--- src/rtl/core/i2c_master_byte_engine_defines.svh ---
// assertion macros used by the engine's sequencer module
// each one expects signals named clk and arst_n in the module that uses it
`ifndef I2C_MASTER_BYTE_ENGINE_DEFINES_SVH
`define I2C_MASTER_BYTE_ENGINE_DEFINES_SVH

// same-cycle implication
`define I2CM_ASSERT_NOW(label, ante, cons, msg) \
	label: assert property (@(posedge clk) disable iff (!arst_n) (ante) |-> (cons)) \
		else $error(msg);

// next-cycle implication
`define I2CM_ASSERT_NEXT(label, ante, cons, msg) \
	label: assert property (@(posedge clk) disable iff (!arst_n) (ante) |=> (cons)) \
		else $error(msg);

`endif

--- src/rtl/core/i2cm_pkg.sv ---
`timescale 1ns / 1ps

package i2cm_pkg;

	localparam int unsigned BYTE_BITS   = 8;
	localparam int unsigned CFG_WIDTH   = 16;
	localparam logic [15:0] DELAY_RESET = 16'd160;

	// command codes on the input word
	localparam logic [1:0] CMD_WRITE = 2'd1;
	localparam logic [1:0] CMD_READ  = 2'd2;

	// queue between front and sequencer
	localparam int unsigned QUEUE_DEPTH = 4;
	localparam int unsigned QUEUE_AW    = 2;

	typedef enum logic [1:0] {
		OP_NONE,
		OP_WRITE,
		OP_READ
	} op_t;

	// one classified tick
	typedef struct packed {
		op_t        op;
		logic [7:0] data_byte;
		logic       with_start;
		logic       with_stop;
		logic       ack_to_send;
		logic       sda_in;
	} tick_t;

	// front to queue
	typedef struct packed {
		logic  valid;
		tick_t tick;
	} queue_in_t;

	typedef enum logic [3:0] {
		PH_IDLE,
		PH_START_LOW,
		PH_START_SCL,
		PH_START_BIT,
		PH_WBIT_HIGH,
		PH_WBIT_END,
		PH_RBIT_HIGH,
		PH_RBIT_END,
		PH_STOP_SCL,
		PH_STOP_SDA,
		PH_STOP_END
	} phase_t;

endpackage

--- src/rtl/core/i2cm_if.sv ---
`timescale 1ns / 1ps

// tick word channel
interface i2cm_item_if;
	logic       valid;
	logic       ready;
	logic [1:0] cmd;
	logic [7:0] data_byte;
	logic       with_start;
	logic       with_stop;
	logic       ack_to_send;
	logic       sda_in;

	modport source (output valid, cmd, data_byte, with_start, with_stop, ack_to_send, sda_in,
		input ready);
	modport sink (input valid, cmd, data_byte, with_start, with_stop, ack_to_send, sda_in,
		output ready);
endinterface

// result word channel
interface i2cm_result_if;
	logic       valid;
	logic       ready;
	logic       scl_level;
	logic       sda_drive_enable;
	logic       sda_level;
	logic       busy_res;
	logic       done_res;
	logic       ack_received;
	logic [7:0] read_byte;

	modport source (output valid, scl_level, sda_drive_enable, sda_level, busy_res, done_res,
		ack_received, read_byte, input ready);
	modport sink (input valid, scl_level, sda_drive_enable, sda_level, busy_res, done_res,
		ack_received, read_byte, output ready);
endinterface

// delay register write channel
interface i2cm_cfg_if;
	logic        valid;
	logic        ready;
	logic [15:0] data;

	modport source (output valid, data, input ready);
	modport sink (input valid, data, output ready);
endinterface

--- src/rtl/core/i2cm_front.sv ---
`timescale 1ns / 1ps

module i2cm_front (
	input  logic                clk,
	input  logic                arst_n,
	i2cm_item_if.sink           item,
	output i2cm_pkg::queue_in_t push,
	input  logic                queue_full
);

	logic            valid_s1;
	i2cm_pkg::tick_t tick_s1;
	i2cm_pkg::tick_t tick_dec;

	// take a word whenever the stage is empty or drains this cycle
	assign item.ready = !valid_s1 || !queue_full;

	// classify the command, unused code is a plain tick
	always_comb begin
		tick_dec.data_byte   = item.data_byte;
		tick_dec.with_start  = item.with_start;
		tick_dec.with_stop   = item.with_stop;
		tick_dec.ack_to_send = item.ack_to_send;
		tick_dec.sda_in      = item.sda_in;
		unique case (item.cmd)
			i2cm_pkg::CMD_WRITE: tick_dec.op = i2cm_pkg::OP_WRITE;
			i2cm_pkg::CMD_READ:  tick_dec.op = i2cm_pkg::OP_READ;
			default:             tick_dec.op = i2cm_pkg::OP_NONE;
		endcase
	end

	always_ff @(posedge clk or negedge arst_n) begin
		if (!arst_n) begin
			valid_s1 <= 1'b0;
		end else if (item.ready) begin
			valid_s1 <= item.valid;
		end
	end

	always_ff @(posedge clk) begin
		if (item.valid && item.ready) begin
			tick_s1 <= tick_dec;
		end
	end

	assign push.valid = valid_s1;
	assign push.tick  = tick_s1;

endmodule

--- src/rtl/core/i2cm_queue.sv ---
`timescale 1ns / 1ps

module i2cm_queue (
	input  logic                clk,
	input  logic                arst_n,
	input  i2cm_pkg::queue_in_t push,
	output logic                full,
	output logic                out_valid,
	output i2cm_pkg::tick_t     out_tick,
	input  logic                pop
);

	localparam int unsigned AW = i2cm_pkg::QUEUE_AW;

	i2cm_pkg::tick_t mem_q [i2cm_pkg::QUEUE_DEPTH];
	logic [AW-1:0]   wr_ptr_q;
	logic [AW-1:0]   rd_ptr_q;
	logic [AW:0]     count_q;
	logic            do_push;
	logic            do_pop;

	assign full      = count_q == (AW + 1)'(i2cm_pkg::QUEUE_DEPTH);
	assign out_valid = count_q != '0;
	assign out_tick  = mem_q[rd_ptr_q];
	assign do_push   = push.valid && !full;
	assign do_pop    = out_valid && pop;

	// pointers and fill count
	always_ff @(posedge clk or negedge arst_n) begin
		if (!arst_n) begin
			wr_ptr_q <= '0;
			rd_ptr_q <= '0;
			count_q  <= '0;
		end else begin
			if (do_push) begin
				wr_ptr_q <= wr_ptr_q + 1'b1;
			end
			if (do_pop) begin
				rd_ptr_q <= rd_ptr_q + 1'b1;
			end
			if (do_push && !do_pop) begin
				count_q <= count_q + 1'b1;
			end else if (!do_push && do_pop) begin
				count_q <= count_q - 1'b1;
			end
		end
	end

	// storage
	always_ff @(posedge clk) begin
		if (do_push) begin
			mem_q[wr_ptr_q] <= push.tick;
		end
	end

endmodule

--- src/rtl/core/i2cm_seq.sv ---
`timescale 1ns / 1ps
`include "i2c_master_byte_engine_defines.svh"

module i2cm_seq #(
	parameter int unsigned DELAY_WIDTH = 16
) (
	input  logic                               clk,
	input  logic                               arst_n,
	input  logic [i2cm_pkg::CFG_WIDTH-1:0]     delay_ticks,
	input  logic                               q_valid,
	input  i2cm_pkg::tick_t                    q_tick,
	output logic                               q_pop,
	i2cm_result_if.source                      result
);

	i2cm_pkg::phase_t       phase_q, phase_d;
	logic [DELAY_WIDTH-1:0] delay_cnt_q, delay_cnt_d;
	logic [DELAY_WIDTH-1:0] reload;
	logic [7:0]             shift_q, shift_d;
	logic [3:0]             bit_cnt_q, bit_cnt_d;
	logic [3:0]             bit_inc;
	logic                   more_bits;
	logic                   is_read_q, is_read_d;
	logic                   stop_q, stop_d;
	logic                   ack_latch_q, ack_latch_d;
	logic                   scl_q, scl_d;
	logic                   sda_q, sda_d;
	logic                   sda_en_q, sda_en_d;
	logic                   last_ack_q, last_ack_d;
	logic [7:0]             hold_q, hold_d;
	logic                   done_q, done_d;
	logic                   res_valid_q;
	logic                   step;
	logic                   idle;
	logic                   expired;
	logic                   load;

	// one tick is retired whenever the result slot is free or taken
	assign step      = q_valid && (!res_valid_q || result.ready);
	assign q_pop     = step;
	assign idle      = phase_q == i2cm_pkg::PH_IDLE;
	assign expired   = delay_cnt_q <= DELAY_WIDTH'(1);
	assign bit_inc   = bit_cnt_q + 4'd1;
	assign more_bits = bit_inc < 4'(i2cm_pkg::BYTE_BITS);

	// half-period reload, zero acts as one
	always_comb begin
		reload = DELAY_WIDTH'(delay_ticks);
		if (reload == '0) begin
			reload = DELAY_WIDTH'(1);
		end
	end

	// next phase and delay counter
	always_comb begin
		phase_d     = phase_q;
		delay_cnt_d = delay_cnt_q;
		load        = 1'b0;
		if (idle) begin
			unique case (q_tick.op)
				i2cm_pkg::OP_WRITE: begin
					phase_d = q_tick.with_start ? i2cm_pkg::PH_START_LOW
						: i2cm_pkg::PH_WBIT_HIGH;
					load = 1'b1;
				end
				i2cm_pkg::OP_READ: begin
					phase_d = i2cm_pkg::PH_RBIT_HIGH;
					load    = 1'b1;
				end
				default: ;
			endcase
		end else if (!expired) begin
			delay_cnt_d = delay_cnt_q - 1'b1;
		end else begin
			delay_cnt_d = '0;
			load        = 1'b1;
			unique case (phase_q)
				i2cm_pkg::PH_START_LOW: phase_d = i2cm_pkg::PH_START_SCL;
				i2cm_pkg::PH_START_SCL: phase_d = i2cm_pkg::PH_START_BIT;
				i2cm_pkg::PH_START_BIT: phase_d = i2cm_pkg::PH_WBIT_HIGH;
				i2cm_pkg::PH_WBIT_HIGH: phase_d = i2cm_pkg::PH_WBIT_END;
				i2cm_pkg::PH_WBIT_END: begin
					if (is_read_q) begin
						phase_d = stop_q ? i2cm_pkg::PH_STOP_SCL : i2cm_pkg::PH_IDLE;
						load    = stop_q;
					end else begin
						phase_d = more_bits ? i2cm_pkg::PH_WBIT_HIGH
							: i2cm_pkg::PH_RBIT_HIGH;
					end
				end
				i2cm_pkg::PH_RBIT_HIGH: phase_d = i2cm_pkg::PH_RBIT_END;
				i2cm_pkg::PH_RBIT_END: begin
					if (!is_read_q) begin
						phase_d = stop_q ? i2cm_pkg::PH_STOP_SCL : i2cm_pkg::PH_IDLE;
						load    = stop_q;
					end else begin
						phase_d = more_bits ? i2cm_pkg::PH_RBIT_HIGH
							: i2cm_pkg::PH_WBIT_HIGH;
					end
				end
				i2cm_pkg::PH_STOP_SCL: phase_d = i2cm_pkg::PH_STOP_SDA;
				i2cm_pkg::PH_STOP_SDA: phase_d = i2cm_pkg::PH_STOP_END;
				default: begin
					phase_d = i2cm_pkg::PH_IDLE;
					load    = 1'b0;
				end
			endcase
		end
		if (load) begin
			delay_cnt_d = reload;
		end
	end

	// line drive, shifter and status
	always_comb begin
		shift_d     = shift_q;
		bit_cnt_d   = bit_cnt_q;
		is_read_d   = is_read_q;
		stop_d      = stop_q;
		ack_latch_d = ack_latch_q;
		scl_d       = scl_q;
		sda_d       = sda_q;
		sda_en_d    = sda_en_q;
		last_ack_d  = last_ack_q;
		hold_d      = hold_q;
		done_d      = 1'b0;
		if (idle) begin
			unique case (q_tick.op)
				i2cm_pkg::OP_WRITE: begin
					is_read_d = 1'b0;
					stop_d    = q_tick.with_stop;
					shift_d   = q_tick.data_byte;
					bit_cnt_d = '0;
					sda_en_d  = 1'b1;
					if (q_tick.with_start) begin
						sda_d = 1'b1;
						scl_d = 1'b1;
					end else begin
						sda_d = q_tick.data_byte[7];
					end
				end
				i2cm_pkg::OP_READ: begin
					is_read_d   = 1'b1;
					stop_d      = q_tick.with_stop;
					ack_latch_d = q_tick.ack_to_send;
					shift_d     = '0;
					bit_cnt_d   = '0;
					sda_en_d    = 1'b0;
				end
				default: ;
			endcase
		end else if (expired) begin
			unique case (phase_q)
				i2cm_pkg::PH_START_LOW: sda_d = 1'b0;
				i2cm_pkg::PH_START_SCL: begin
					scl_d = 1'b0;
					sda_d = shift_q[7];
				end
				i2cm_pkg::PH_START_BIT: sda_d = shift_q[7];
				i2cm_pkg::PH_WBIT_HIGH: scl_d = 1'b1;
				i2cm_pkg::PH_WBIT_END: begin
					scl_d = 1'b0;
					if (is_read_q) begin
						// ack slot of a read done: stop setup or finish
						if (stop_q) begin
							sda_en_d = 1'b1;
							sda_d    = 1'b0;
						end else begin
							done_d = 1'b1;
						end
					end else begin
						shift_d   = {shift_q[6:0], 1'b0};
						bit_cnt_d = bit_inc;
						if (more_bits) begin
							sda_d = shift_q[6];
						end else begin
							sda_en_d = 1'b0;
						end
					end
				end
				i2cm_pkg::PH_RBIT_HIGH: scl_d = 1'b1;
				i2cm_pkg::PH_RBIT_END: begin
					scl_d    = 1'b0;
					sda_en_d = 1'b1;
					if (!is_read_q) begin
						// ack slot of a write
						last_ack_d = q_tick.sda_in;
						if (stop_q) begin
							sda_d = 1'b0;
						end else begin
							done_d = 1'b1;
						end
					end else begin
						shift_d   = {shift_q[6:0], q_tick.sda_in};
						bit_cnt_d = bit_inc;
						if (more_bits) begin
							sda_en_d = 1'b0;
						end else begin
							hold_d = {shift_q[6:0], q_tick.sda_in};
							sda_d  = ack_latch_q;
						end
					end
				end
				i2cm_pkg::PH_STOP_SCL: scl_d = 1'b1;
				i2cm_pkg::PH_STOP_SDA: sda_d = 1'b1;
				default: done_d = 1'b1;
			endcase
		end
	end

	// state doubles as the result register
	always_ff @(posedge clk or negedge arst_n) begin
		if (!arst_n) begin
			phase_q     <= i2cm_pkg::PH_IDLE;
			delay_cnt_q <= '0;
			shift_q     <= '0;
			bit_cnt_q   <= '0;
			is_read_q   <= 1'b0;
			stop_q      <= 1'b0;
			ack_latch_q <= 1'b0;
			scl_q       <= 1'b1;
			sda_q       <= 1'b1;
			sda_en_q    <= 1'b1;
			last_ack_q  <= 1'b0;
			hold_q      <= '0;
			done_q      <= 1'b0;
			res_valid_q <= 1'b0;
		end else begin
			if (step) begin
				phase_q     <= phase_d;
				delay_cnt_q <= delay_cnt_d;
				shift_q     <= shift_d;
				bit_cnt_q   <= bit_cnt_d;
				is_read_q   <= is_read_d;
				stop_q      <= stop_d;
				ack_latch_q <= ack_latch_d;
				scl_q       <= scl_d;
				sda_q       <= sda_d;
				sda_en_q    <= sda_en_d;
				last_ack_q  <= last_ack_d;
				hold_q      <= hold_d;
				done_q      <= done_d;
				res_valid_q <= 1'b1;
			end else if (result.ready) begin
				res_valid_q <= 1'b0;
			end
		end
	end

	assign result.valid            = res_valid_q;
	assign result.scl_level        = scl_q;
	assign result.sda_drive_enable = sda_en_q;
	assign result.sda_level        = sda_q;
	assign result.busy_res         = !idle;
	assign result.done_res         = done_q;
	assign result.ack_received     = last_ack_q;
	assign result.read_byte        = hold_q;

	// checks
	`I2CM_ASSERT_NOW(a_done_idle, done_q, phase_q == i2cm_pkg::PH_IDLE, "done while busy")
	`I2CM_ASSERT_NOW(a_cnt_loaded, phase_q != i2cm_pkg::PH_IDLE, delay_cnt_q != '0, "busy with empty delay")
	`I2CM_ASSERT_NOW(a_release, !sda_en_q, phase_q == i2cm_pkg::PH_RBIT_HIGH || phase_q == i2cm_pkg::PH_RBIT_END, "sda released outside read slot")
	`I2CM_ASSERT_NOW(a_bit_range, 1'b1, bit_cnt_q <= 4'(i2cm_pkg::BYTE_BITS), "bit counter overrun")
	`I2CM_ASSERT_NEXT(a_stall_hold, res_valid_q && !result.ready, $stable(phase_q) && $stable(delay_cnt_q), "sequencer moved under stall")

endmodule

--- src/rtl/core/i2c_master_byte_engine.sv ---
`timescale 1ns / 1ps

// I2C master byte engine. Every word on the item channel is one bus tick:
// it carries an optional command (write byte, read byte) and the sampled
// SDA level. While the engine is idle a write or read command starts a
// byte transfer; commands that arrive while busy are dropped.
// Every item produces exactly one word on the result channel with the pin
// drive (scl, sda, sda enable), busy, a done pulse, the last ack sampled
// and the last byte read. The cfg channel writes the half-period delay in
// ticks; it is always ready. The user must write it only while no word is
// in flight; the block does not enforce this. A result passes the input
// register, queue and sequencer. Throughput is one item per cycle, set by
// the sequencer retiring one tick per cycle while results are not stalled.
// Reset: SCL and SDA high with SDA driven, delay 160 ticks, engine idle.
// Result stall: the sequencer holds, the four-entry queue and the input
// register keep taking items, then item.ready drops until words drain.
module i2c_master_byte_engine #(
	parameter int unsigned DELAY_WIDTH = 16
) (
	input  logic          clk,
	input  logic          arst_n,
	i2cm_item_if.sink     item,
	i2cm_cfg_if.sink      cfg,
	i2cm_result_if.source result
);

	logic [i2cm_pkg::CFG_WIDTH-1:0] delay_q;
	i2cm_pkg::queue_in_t            push;
	logic                           queue_full;
	logic                           q_valid;
	i2cm_pkg::tick_t                q_tick;
	logic                           q_pop;

	// delay register
	assign cfg.ready = 1'b1;

	always_ff @(posedge clk or negedge arst_n) begin
		if (!arst_n) begin
			delay_q <= i2cm_pkg::DELAY_RESET;
		end else if (cfg.valid) begin
			delay_q <= cfg.data;
		end
	end

	i2cm_front u_front (
		.clk        (clk),
		.arst_n     (arst_n),
		.item       (item),
		.push       (push),
		.queue_full (queue_full)
	);

	i2cm_queue u_queue (
		.clk       (clk),
		.arst_n    (arst_n),
		.push      (push),
		.full      (queue_full),
		.out_valid (q_valid),
		.out_tick  (q_tick),
		.pop       (q_pop)
	);

	i2cm_seq #(
		.DELAY_WIDTH (DELAY_WIDTH)
	) u_seq (
		.clk         (clk),
		.arst_n      (arst_n),
		.delay_ticks (delay_q),
		.q_valid     (q_valid),
		.q_tick      (q_tick),
		.q_pop       (q_pop),
		.result      (result)
	);

endmodule
--- src/flat_wrapper.sv ---
// flat-port wrapper written by rule: the top's interface ports become plain ports
module i2c_master_byte_engine_flat 
#(
	parameter int unsigned DELAY_WIDTH = 16
)
  (clk, arst_n, item_valid, item_cmd, item_data_byte, item_with_start, item_with_stop, item_ack_to_send, item_sda_in, item_ready, cfg_valid, cfg_data, cfg_ready, result_valid, result_scl_level, result_sda_drive_enable, result_sda_level, result_busy_res, result_done_res, result_ack_received, result_read_byte, result_ready);
  i2cm_item_if item_i ();
  i2cm_cfg_if cfg_i ();
  i2cm_result_if result_i ();
  input  logic clk;
  input  logic arst_n;
  input wire logic [$bits(item_i.valid)-1:0] item_valid;
  input wire logic [$bits(item_i.cmd)-1:0] item_cmd;
  input wire logic [$bits(item_i.data_byte)-1:0] item_data_byte;
  input wire logic [$bits(item_i.with_start)-1:0] item_with_start;
  input wire logic [$bits(item_i.with_stop)-1:0] item_with_stop;
  input wire logic [$bits(item_i.ack_to_send)-1:0] item_ack_to_send;
  input wire logic [$bits(item_i.sda_in)-1:0] item_sda_in;
  output wire logic [$bits(item_i.ready)-1:0] item_ready;
  input wire logic [$bits(cfg_i.valid)-1:0] cfg_valid;
  input wire logic [$bits(cfg_i.data)-1:0] cfg_data;
  output wire logic [$bits(cfg_i.ready)-1:0] cfg_ready;
  output wire logic [$bits(result_i.valid)-1:0] result_valid;
  output wire logic [$bits(result_i.scl_level)-1:0] result_scl_level;
  output wire logic [$bits(result_i.sda_drive_enable)-1:0] result_sda_drive_enable;
  output wire logic [$bits(result_i.sda_level)-1:0] result_sda_level;
  output wire logic [$bits(result_i.busy_res)-1:0] result_busy_res;
  output wire logic [$bits(result_i.done_res)-1:0] result_done_res;
  output wire logic [$bits(result_i.ack_received)-1:0] result_ack_received;
  output wire logic [$bits(result_i.read_byte)-1:0] result_read_byte;
  input wire logic [$bits(result_i.ready)-1:0] result_ready;
  assign item_i.valid = item_valid;
  assign item_i.cmd = item_cmd;
  assign item_i.data_byte = item_data_byte;
  assign item_i.with_start = item_with_start;
  assign item_i.with_stop = item_with_stop;
  assign item_i.ack_to_send = item_ack_to_send;
  assign item_i.sda_in = item_sda_in;
  assign item_ready = item_i.ready;
  assign cfg_i.valid = cfg_valid;
  assign cfg_i.data = cfg_data;
  assign cfg_ready = cfg_i.ready;
  assign result_valid = result_i.valid;
  assign result_scl_level = result_i.scl_level;
  assign result_sda_drive_enable = result_i.sda_drive_enable;
  assign result_sda_level = result_i.sda_level;
  assign result_busy_res = result_i.busy_res;
  assign result_done_res = result_i.done_res;
  assign result_ack_received = result_i.ack_received;
  assign result_read_byte = result_i.read_byte;
  assign result_i.ready = result_ready;
  i2c_master_byte_engine #(.DELAY_WIDTH(DELAY_WIDTH)) u_core (.clk(clk), .arst_n(arst_n), .item(item_i), .cfg(cfg_i), .result(result_i));
endmodule
--- config.mk ---
export PLATFORM = sky130hd
export DESIGN_NAME = i2c_master_byte_engine_flat
export DESIGN_NICKNAME = d
export VERILOG_FILES = /design/src/rtl/core/i2cm_pkg.sv /design/src/rtl/core/i2cm_if.sv /design/src/rtl/core/i2cm_front.sv /design/src/rtl/core/i2cm_queue.sv /design/src/rtl/core/i2cm_seq.sv /design/src/rtl/core/i2c_master_byte_engine.sv /design/src/flat_wrapper.sv
export VERILOG_INCLUDE_DIRS = /design/src /design/src/rtl/core
export SDC_FILE = /design/constraint.sdc
export NUM_CORES = 1
export LEC_CHECK = 0
export BUFFER_PORTS_ARGS = -buffer_cell sky130_fd_sc_hd__buf_2
export CAP_MARGIN = 5
export CELL_PAD_IN_SITES_DETAIL_PLACEMENT = 0
export CELL_PAD_IN_SITES_GLOBAL_PLACEMENT = 1
export CORE_MARGIN = 2
export CORE_UTILIZATION = 39
export CTS_CLUSTER_SIZE = 24
export DETAILED_ROUTE_END_ITERATION = 6
export PLACE_DENSITY = 0.63
export SLEW_MARGIN = 5
export SYNTH_ARGS = -nofsm -noshare
export SYNTH_HDL_FRONTEND = slang
export SYNTH_SLANG_ARGS = --single-unit
--- constraint.sdc ---
create_clock -name clk -period 3.66 [get_ports clk]
set_input_delay 0.183 -clock clk [delete_from_list [all_inputs] [get_ports clk]]
set_output_delay 0.183 -clock clk [all_outputs]
set_load 0.02 [all_outputs]
======== Yosys cells after proc, flatten, opt, wreduce, memory -nomap -nowiden ========
Memory sizes are Yosys's and may differ from the RTL's.
Index checks and enable logic that the tools add are counted.
cells by class
  add/subtract/negate cells ............... 6
  order comparisons ....................... 2
  eq/ne operators ......................... 25
  multiplexer cells ....................... 70
  bitwise logic cells ..................... 3
  reduce and logical (&&, ||, !) cells .... 41
operator list
  operator                                                          count
  two-way mux 16 bit                                                4
  two-way mux 4 bit                                                 10
  one-hot mux 4 bit (9 select lines)                                1
  two-way mux 1 bit                                                 34
  two-way mux 8 bit                                                 4
  one-hot mux 8 bit (2 select lines)                                2
  AND reduction 6 bit                                               5
  equality test 4 x 3 -> 1 bit (second input constant)              4
  less-or-equal comparator 16 x 1 -> 1 bit (second input constant)  1
  zero test 16 bit                                                  1
  != test 4 bit (second input constant)                             4
  one-hot mux 4 bit (2 select lines)                                2
  subtractor 16 x 1 -> 16 bit (second input constant)               1
  AND reduction 3 bit                                               4
  AND reduction 5 bit                                               2
  two-way mux 3 bit                                                 3
  nonzero test 3 bit                                                3
  equality test 4 x 2 -> 1 bit (second input constant)              2
  equality test 4 bit (second input constant)                       2
  one-hot mux 1 bit (2 select lines)                                4
  nonzero test 2 bit                                                4
  OR reduction 7 bit                                                1
  logical AND 1 bit                                                 6
  zero test 1 bit                                                   6
  other kinds (24)                                                  37
word-level totals
  flip-flop bits (word level) ............. 87
  RAM bits ................................ 56
  bits of input ports ..................... 35
  memories ................................ 1
memories
  memory                depth  bits a word  rd ports  clocked after memory_dff  wr ports  RTL line          RTL
  u_core.u_queue.mem_q  4      14           1         0                         1         i2cm_queue.sv:15  i2cm_pkg::tick_t mem_q [i2cm_pkg::QUEUE_DEPTH];

======== Longest topological paths before layout ========
Gate-level depths: netlist of the first run.
  depth in word-level cells ............... 7
  depth in mapped cells ................... 11
  depth with buffers taken out ............ 9

======== Cells and area by module ========
From an unflattened synthesis of the first run, not the netlist that was laid out.
unflattened totals
  cells, all modules ...................... 491
  area total of the unflattened synthesis .. 6740.2 um^2
by module, submodules not included
  module                  instances  cells each  area an instance (um^2)  seq. area each (um^2)
  i2cm_seq                1          326         3109.2                   1229.9
  i2cm_queue              1          108         2477.4                   1856.8
  i2c_master_byte_engine  1          36          663.1                    402.9
  i2cm_front              1          21          490.5                    445.4

======== Worst setup path after synthesis of the first run ========
OpenSTA, ideal clock, no wires.
  path type ............................... flip-flop to flip-flop
  from .................................... register u_core.u_queue.rd_ptr_q[0]
  to ...................................... register u_core.u_seq.delay_cnt_q[10]
  arrival ................................. 2873 ps
  required time ........................... 3534 ps
  slack ................................... 661 ps
  cell stages (with the launch flop) ...... 10
  path buffers ............................ 3
  period minus slack after synthesis ...... 2999 ps
  cells stage by stage .................... dfrtp_1 > buf_2 > buf_1 > mux4_2 > ha_1 > nand2b_1 > clkbuf_1 > o21ai_1 > o21ai_0 > a221o_1
between the ends
  word-level cells in the longest chain between the ends .. 7
  elaborated cells between the ends (all ways) .. 9
ends and longest elaborated chain
  element                                                              RTL line          RTL
  start: declaration                                                   i2cm_queue.sv:17  logic [AW-1:0] rd_ptr_q;
  start signal: assignment                                             i2cm_queue.sv:39  rd_ptr_q <= rd_ptr_q + 1'b1;
  memory (4 x 14 bit) *                                                --
  equality test 2 x 1 -> 1 bit or equality test 2 bit (tied branches)  i2cm_seq.sv:60    unique case (q_tick.op)
  OR reduction 2 bit (no line) *                                       --
  two-way mux 1 bit *                                                  i2cm_seq.sv:60
  two-way mux 1 bit *                                                  i2cm_seq.sv:59    if (idle) begin
  != test 2 x 1 -> 1 bit (no line)                                     --
  AND reduction 2 bit (no line)                                        --
  end signal: assignment                                               i2cm_seq.sv:231   delay_cnt_q <= delay_cnt_d;
  end: declaration                                                     i2cm_seq.sv:17    logic [DELAY_WIDTH-1:0] delay_cnt_q, delay_cnt_d;
Mark *: on every way between the ends. The rest lies on a longest branch, timed or not.
A chain may end at the register's enable or synchronous reset.

======== Worst setup path after layout of the first run ========
  from .................................... register u_core.u_queue.rd_ptr_q[0]
  to ...................................... register u_core.u_seq.delay_cnt_q[15]
The elaborated chain is that of the path after synthesis.

==> metrics, run 1 <==
status=completed; count of cell types in the netlist=66; clk_skew=roughly 0.007 ns; Post-Syn Nets=between 500 and 600; postcts setup bufs=0; first drt pass iteration count=4; Multi-input gate area=roughly 2300 µm²; ys flop type=edfxtp_1; Hold/Removal Path Class=in -> reg; post-CTS sizing=0; crit path DAT=3.30 ns; Fmax achieved=about 340 MHz; cells after synthesis=just under 500; unrepaired setup endpoints after global routing=false; largest net degree at the start of global routing=between 70 and 80; Yosys top cell area share=approximately 33%; Yosys top cell by area=edfxtp_1; Max FO, Critical Path=9; commonest non-fill, non-tap cell in the layout=edfxtp_1; Post-CTS Hold Fix Bufs=31; Peak VDD IR=between 0.3 and 0.4 mV; placed inst area=6910 µm²; H-tree Lvls=4; worst path cell trace=mux4_2, ha_1, nand2b_1, a21oi_1, and2_1, a211o_1; mapped cell area=between 6000 and 7000 µm²; Internal=about 3.6 mW; busiest grt layer=met2; grt ovf=0; # DRC=0; # IOs=52; first-pass GRT wire length=23,600 µm; Worst Reg-to-Reg Cells=6; hold_sp=item_cmd[1]; clock root buffer=clkbuf_16; Setup Crit Path Kind=reg -> reg; Initial Util=between 30 and 40%; sequential fraction of the synthesis area=about three fifths; clock tree buffer depth=2; commonest cells after routing, fill and taps aside=edfxtp_1 (70), dfrtp_1 (68), buf_2 (49); initial antenna violation count=0; sequential cell area=about 3900 µm²; Placement Rows=46; GR Util met1=a little over a fifth; power density cells=roughly 640 nW/µm²; Area Growth Syn to Fin=22.7%; Buffers on Ports=50; final setup fails=0; Num CTS Buffers=17; number of fill cells in the layout=1,429; via-per-instance ratio=roughly 5.2; Sw Pwr=about 1.4 mW; post-synthesis register bit count=143; largest cells by area after synthesis=edfxtp_1 (33%), dfrtp_1 (27%), mux2_2 (5.7%); sequential share of power=44.0%; relative slew slack=32.8%; max-slew violation count=0; Die ar.=roughly 17,000 µm²; flop2flop setup slack=between 0.7 and 0.8 ns; Worst setup EP type=register; layout cells sized above 1=25.8%; Critical Path Sink=u_core.u_seq.delay_cnt_q[15]; setup TNS=0 ns; Final GP Congestion=roughly 0.85; Fin Hold WS=~0.047 ns; P_leak=3.12 nW; worst-margin pin slew=1.00 ns; met3 usage=~4.6%; Hold Fails Final Rpt=0; Via Count=between 4,000 and 5,000; height of the die=about 130 µm; Worst Path Required=4.02 ns; GRT Overall Usage=between 10% and 20%; Post-Route WL=approximately 14,000 µm; NumNets Final=625; Detail Route Antenna Nets=0; 1st-iter DRT viols=around 230; FF-to-FF Start=u_core.u_queue.rd_ptr_q[0]; sw frac=between 20% and 30%; Worst-path clk slew=0.06 ns; final instance area=slightly below 8000 µm²; worst r2r dst=u_core.u_seq.delay_cnt_q[15]; Clock power frac=approximately a third; core area=~16,000 µm²; min Tclk post-route=2.94 ns; ys async rst share=51.0%; Critical Path Start Type=register; # diodes=0; slowest CP cell=a21oi_1; CTS tree=built; die width=roughly 130 µm; Maximum Capacitance Violations=0; DPL Wire Length=9580 µm; crit-path max cell delay=approximately 0.73 ns; vias in the first global route=between 4,000 and 5,000; Avg Cell Area, Syn=roughly 13 µm²; part of the cycle the worst path needs=between 80% and 90%; per-cell routed wire length=about 18 µm; CP startpoint=u_core.u_queue.rd_ptr_q[0]; Post-synth EDFFs=70; TritonCTS Sinks=143; combinational power share=about a fifth; Ys Warns=0; GR Util met2=between 20 and 30%; Clock Latency Late Sink=between 0.4 and 0.5 ns
## cell families (layout without fill, tap and decap cells)
group | Yosys count | count (layout) | synth area share (%)
DFF | 143 | 143 | 61.8
and+or+nand+nor | 130 | 130 | 10.6
xor gates and xnor gates | 9 | 9 | 1.24
muxes | 49 | 49 | 11.1
buffers and inverters | 39 | 144 | 2.40
other | 1 | 1 | 0.0589
AOI/OAI and AO/OA | 105 | 105 | 10.6
adders and majority gates | 11 | 11 | 2.28
## final cells by class
| class | count | share of cell area [%] |
|---|---|---|
| Sequential cell | 143 | 50.4 |
| Multi-Input combinational cell | 305 | 29.3 |
| Timing Repair Buffer | 93 | 8.36 |
| Clock buffer | 20 | 5.97 |
| Tap cell | 216 | 3.46 |
| Clock inverter | 12 | 1.70 |
| Inverter | 19 | 0.913 |
## power by group through the flow
stage	clock [mW]	sequential, mW	combinational (mW)
6_report	1.73	2.20	1.06
3_5_place_dp	0	2.23	1.05
2_1_floorplan	0	2.16	0.786
5_1_grt	1.85	2.24	1.19
3_3_place_gp	0	2.22	1.03
4_1_cts	1.77	2.21	1.08
## sequential cells by signal, indices dropped and copies added (netlist names), 2 cells and up
name                           cells
u_core.u_queue.mem_q              56
u_core.delay_q                    16
u_core.u_seq.delay_cnt_q          16
u_core.u_front.push               14
u_core.u_seq.result.read_byte      8
u_core.u_seq.shift_q               8
u_core.u_seq.bit_cnt_q             4
u_core.u_seq.phase_q               4
u_core.u_queue.count_q             3
u_core.u_queue.rd_ptr_q            2
u_core.u_queue.wr_ptr_q            2
## worst min path at each step
stage / endpoint / cells after the start
floorplan: u_core.delay_q[0] / 0
global placement: u_core.u_front.push[2] / 1
detailed placement: u_core.u_front.push[10] / 1
CTS: u_core.u_front.push[13] / 2
global route: u_core.u_front.push[13] / 2
finish: u_core.u_front.push[12] / 2
## layer usage
metal  up-vias  wire, µm
li1       2037         -
met1      2075      6450
met2        82      7210
met3        20       494
met4         0       216
met5         -         0
## metrics by stage
step / instances / worst slack, ns / utilization (%) / power (mW)
detailed placement: 745 / 0.717 / 43.3 / 3.28
CTS: 808 / 0.741 / 49.0 / 5.05
global route: 808 / 0.454 / 49.0 / 5.28
global placement: 745 / 0.786 / 43.3 / 3.25
floorplan: 487 / 0.661 / - / 2.94
finish: 808 / 0.718 / 49.0 / 5.00
## cells in the mapped netlist (3+ instances only)
library cell   n
mux2_2        32
o21ai_0       31
nor3_1        17
a221o_1        4
nor2b_1        3
o22ai_1        3
a21oi_1       24
nand2_1       30
and2_1         6
nor2_1        25
ha_1          10
a221oi_1       4
a31oi_1        7
mux4_2        14
or3_1          4
nand3_1       12
dfstp_2        5
clkbuf_1      15
nand4_1        7
nor4_1         9
dfrtp_1       68
a22oi_1        6
xnor2_1        7
o211ai_1       3
mux2i_1        3
inv_1         18
nand2b_1       4
edfxtp_1      70
## worst max-delay path, delay by kind of cell (launching register included)
family	cells	cell delay [ns]
AOI/OAI and AO/OA	2	0.82
DFF	1	0.58
adders and majority gates	1	0.35
and+or+nand+nor	2	0.54
muxes	1	0.58
Note: power is estimated with default switching activity, not from simulation.
==> inputs of run 2 (changes only) <==
--- a/config.mk
+++ b/config.mk
@@ -6,6 +6,7 @@
 export SDC_FILE = /design/constraint.sdc
 export NUM_CORES = 1
 export LEC_CHECK = 0
+export ABC_AREA = 1
 export BUFFER_PORTS_ARGS = -buffer_cell sky130_fd_sc_hd__buf_2
 export CAP_MARGIN = 5
 export CELL_PAD_IN_SITES_DETAIL_PLACEMENT = 0
@@ -14,7 +15,7 @@
 export CORE_UTILIZATION = 39
 export CTS_CLUSTER_SIZE = 24
 export DETAILED_ROUTE_END_ITERATION = 6
-export PLACE_DENSITY = 0.63
+export PLACE_DENSITY = 0.66
 export SLEW_MARGIN = 5
 export SYNTH_ARGS = -nofsm -noshare
 export SYNTH_HDL_FRONTEND = slang
==> constraint.sdc (replaced) <==
create_clock -name clk -period 2.9 [get_ports clk]
set_input_delay 0.145 -clock clk [delete_from_list [all_inputs] [get_ports clk]]
set_output_delay 0.145 -clock clk [all_outputs]
set_load 0.02 [all_outputs]
==> run 2 against run 1 <==
  * Sequential cell count did not move
  * Clock-buffer cell count is 3 lower
  * Largest power group is now combinational cells
  * Critical path depth increased by 2
  * Non-clock buffer count up 1
  * First-iteration DRC count is 69% higher
  * Synthesized area grew 7.9%
  * Combinational power rose to 3.4 times the previous value
  * Fmax grew 33%
==> metrics, run 2 <==
status=completed; hold path depth=2; Detail Route Antenna Nets=0; critical path's top delay family=adder cells; Yosys top cell area share=a little under a third; crit path DAT=between 2 and 3 ns; # diodes=0; slowest CP cell=dfrtp_1; Setup Crit Path Kind=reg -> reg; cells after synthesis=roughly 740; Hold Fails Final Rpt=0; max-slew violation count=0; crit-path max cell delay=0.43 ns; core area=~17,000 µm²; Critical Path Start Type=register; Worst Path Required=about 3.2 ns; Initial Util=39.9%; DP Cell Count=around 1,000; sequential share of power=35.0%; setup TNS=0 ns; Final GP Congestion=~0.84; relative slew slack=between 30 and 40%; die width=approximately 140 µm; NumNets Final=874; fin cells=between 1,000 and 1,500; Top reg by flops=u_core.u_queue.mem_q; Maximum Capacitance Violations=0; largest net degree at the start of global routing=74; Hold/Removal Path Class=in -> reg; final setup fails=0; vias in the first global route=about 5,200; GRT Overall Usage=approximately 19%; per-cell routed wire length=~15 µm; power density cells=~1100 nW/µm²; unrepaired setup endpoints after global routing=false; first drt pass iteration count=5; commonest non-fill, non-tap cell in the layout=nand2_1; post-synthesis register bit count=143; Num CTS Buffers=17; CTS tree=built; first-pass GRT wire length=~27,000 µm; ys async rst share=between 50% and 60%; critical path depth=8; P_leak=between 3 and 4 nW; height of the die=137 µm; worst-margin pin slew=between 0.9 and 1 ns; Post-Route WL=about 16,000 µm; Largest regs=u_core.u_queue.mem_q (56), u_core.delay_q (16), u_core.u_seq.delay_cnt_q (16); # IOs=52; Worst setup EP type=register; Die ar.=about 19,000 µm²; Via Count=~5,300; Internal=just over 5 mW; worst path cell trace=nor2_1, nand2_1, nand2_1, inv_1, ha_1, inv_1, fa_1, mux2_2; Post-synth EDFFs=70; clk_skew=0.00853 ns; Max FO, Critical Path=6; Fin Hold WS=approximately 0.018 ns; postcts setup bufs=0; Post-Syn Nets=between 700 and 800; Worst Reg-to-Reg Cells=8; clock root buffer=clkbuf_16; layout cells sized above 1=between 15 and 20%; sequential fraction of the synthesis area=approximately 57%; largest cells by area after synthesis=edfxtp_1 (31%), dfrtp_1 (25%), nand2_1 (10%); grt ovf=0; Clock Latency Late Sink=roughly 0.42 ns; TritonCTS Sinks=around 140; via-per-instance ratio=roughly 5; commonest cells after routing, fill and taps aside=nand2_1 (185), inv_1 (74), edfxtp_1 (70); Synth top cells by count=nand2_1 (185), inv_1 (74), edfxtp_1 (70), nand3_1 (69), nor2_1 (69); Buffers on Ports=50; Ys Warns=0; combinational power share=between 40% and 50%; Worst-path clk slew=0.07 ns; max reg flops=56; Peak VDD IR=roughly 0.75 mV; worst path bufs/invs=2; clock tree buffer depth=2; Area Growth Syn to Fin=21.0%; sw frac=approximately 43%; Placement Rows=48; Yosys top cell by area=edfxtp_1; mapped cell area=roughly 7000 µm²; count leader, synth=nand2_1; count of cell types in the netlist=44; # DRC=0; Fmax achieved=approximately 450 MHz; H-tree Lvls=4; min Tclk post-route=approximately 2.2 ns; DPL Wire Length=~11,000 µm; ys flop type=edfxtp_1; Avg Cell Area, Syn=9.31 µm²; part of the cycle the worst path needs=approximately 76%; initial antenna violation count=0; Sw Pwr=around 3.8 mW; 1st-iter DRT viols=386; Clock power frac=about a quarter
run 2: power groups by stage:
| stage | Clock [mW] | Combinational [mW] | Sequential [mW] |
|---|---|---|---|
| 5_1_grt | 2.32 | 4.15 | 3.20 |
| 6_report | 2.19 | 3.63 | 3.13 |
| 3_5_place_dp | 0 | 3.61 | 3.16 |
| 4_1_cts | 2.25 | 3.66 | 3.13 |
| 3_3_place_gp | 0 | 3.56 | 3.14 |
| 2_1_floorplan | 0 | 2.68 | 3.06 |
run 2: final timing paths:
check / start / end / slack (ns)
worst max-delay path: u_core.u_queue.count_q[0] / u_core.u_queue.count_q[1] / 0.69
worst min-delay path: item_cmd[1] / u_core.u_front.push[12] / 0.02
worst max register to register: u_core.u_queue.count_q[0] / u_core.u_queue.count_q[1] / 0.69
worst min register to register: u_core.u_seq.result.read_byte[2] / u_core.u_seq.result.read_byte[2] / 0.48
max in group asynchronous: arst_n / u_core.delay_q[1] / 1.84
min in group asynchronous: arst_n / u_core.u_seq.phase_q[0] / 0.42
run 2: cells by family (layout without fill, tap and decap cells):
logic type,count (synthesis),after routing,share of synthesized area (%)
buf+inv,104,207,6.17
flops,143,143,57.3
fa+ha+maj,11,11,2.11
simple gates,358,358,22.8
xor+xnor,8,8,1.02
mux,2,2,0.328
other cells,1,1,0.0546
compound gates,111,111,10.2
run 2: final cells by class:
cell class	instances	area, µm²
timing repair buffer	94	663
clock inverter	15	190
fill	1649	8930
inverter	81	304
multi-input combinational	491	2510
clock buffer	17	425
tap	225	282
sequential	143	3940
run 2: per-layer routing:
metal	part of all wire, %	GRT usage, %	vias up
met2	47	29.8	98
met4	1.1	4.80	0
met3	3.2	4.33	13
met5	0	0	-
met1	49	25.3	2555
li1	-	-	2638
run 2: timing repair:
item	in CTS	in global routing
endpoints found under the hold margin	99	0
hold buffers	32	0
resized for setup	0	0
run 2: through the flow:
step                      setup slack [ns]  utilization (%)  power, mW  area (µm²)
after floorplan                      0.481                -       5.75        6870
after global placement               0.782             42.8       6.70        7370
after detailed placement             0.708             42.8       6.77        7370
after CTS                            0.691             48.2       9.03        8310
after global routing                 0.481             48.2       9.66        8310
final                                0.692             48.2       8.95        8310
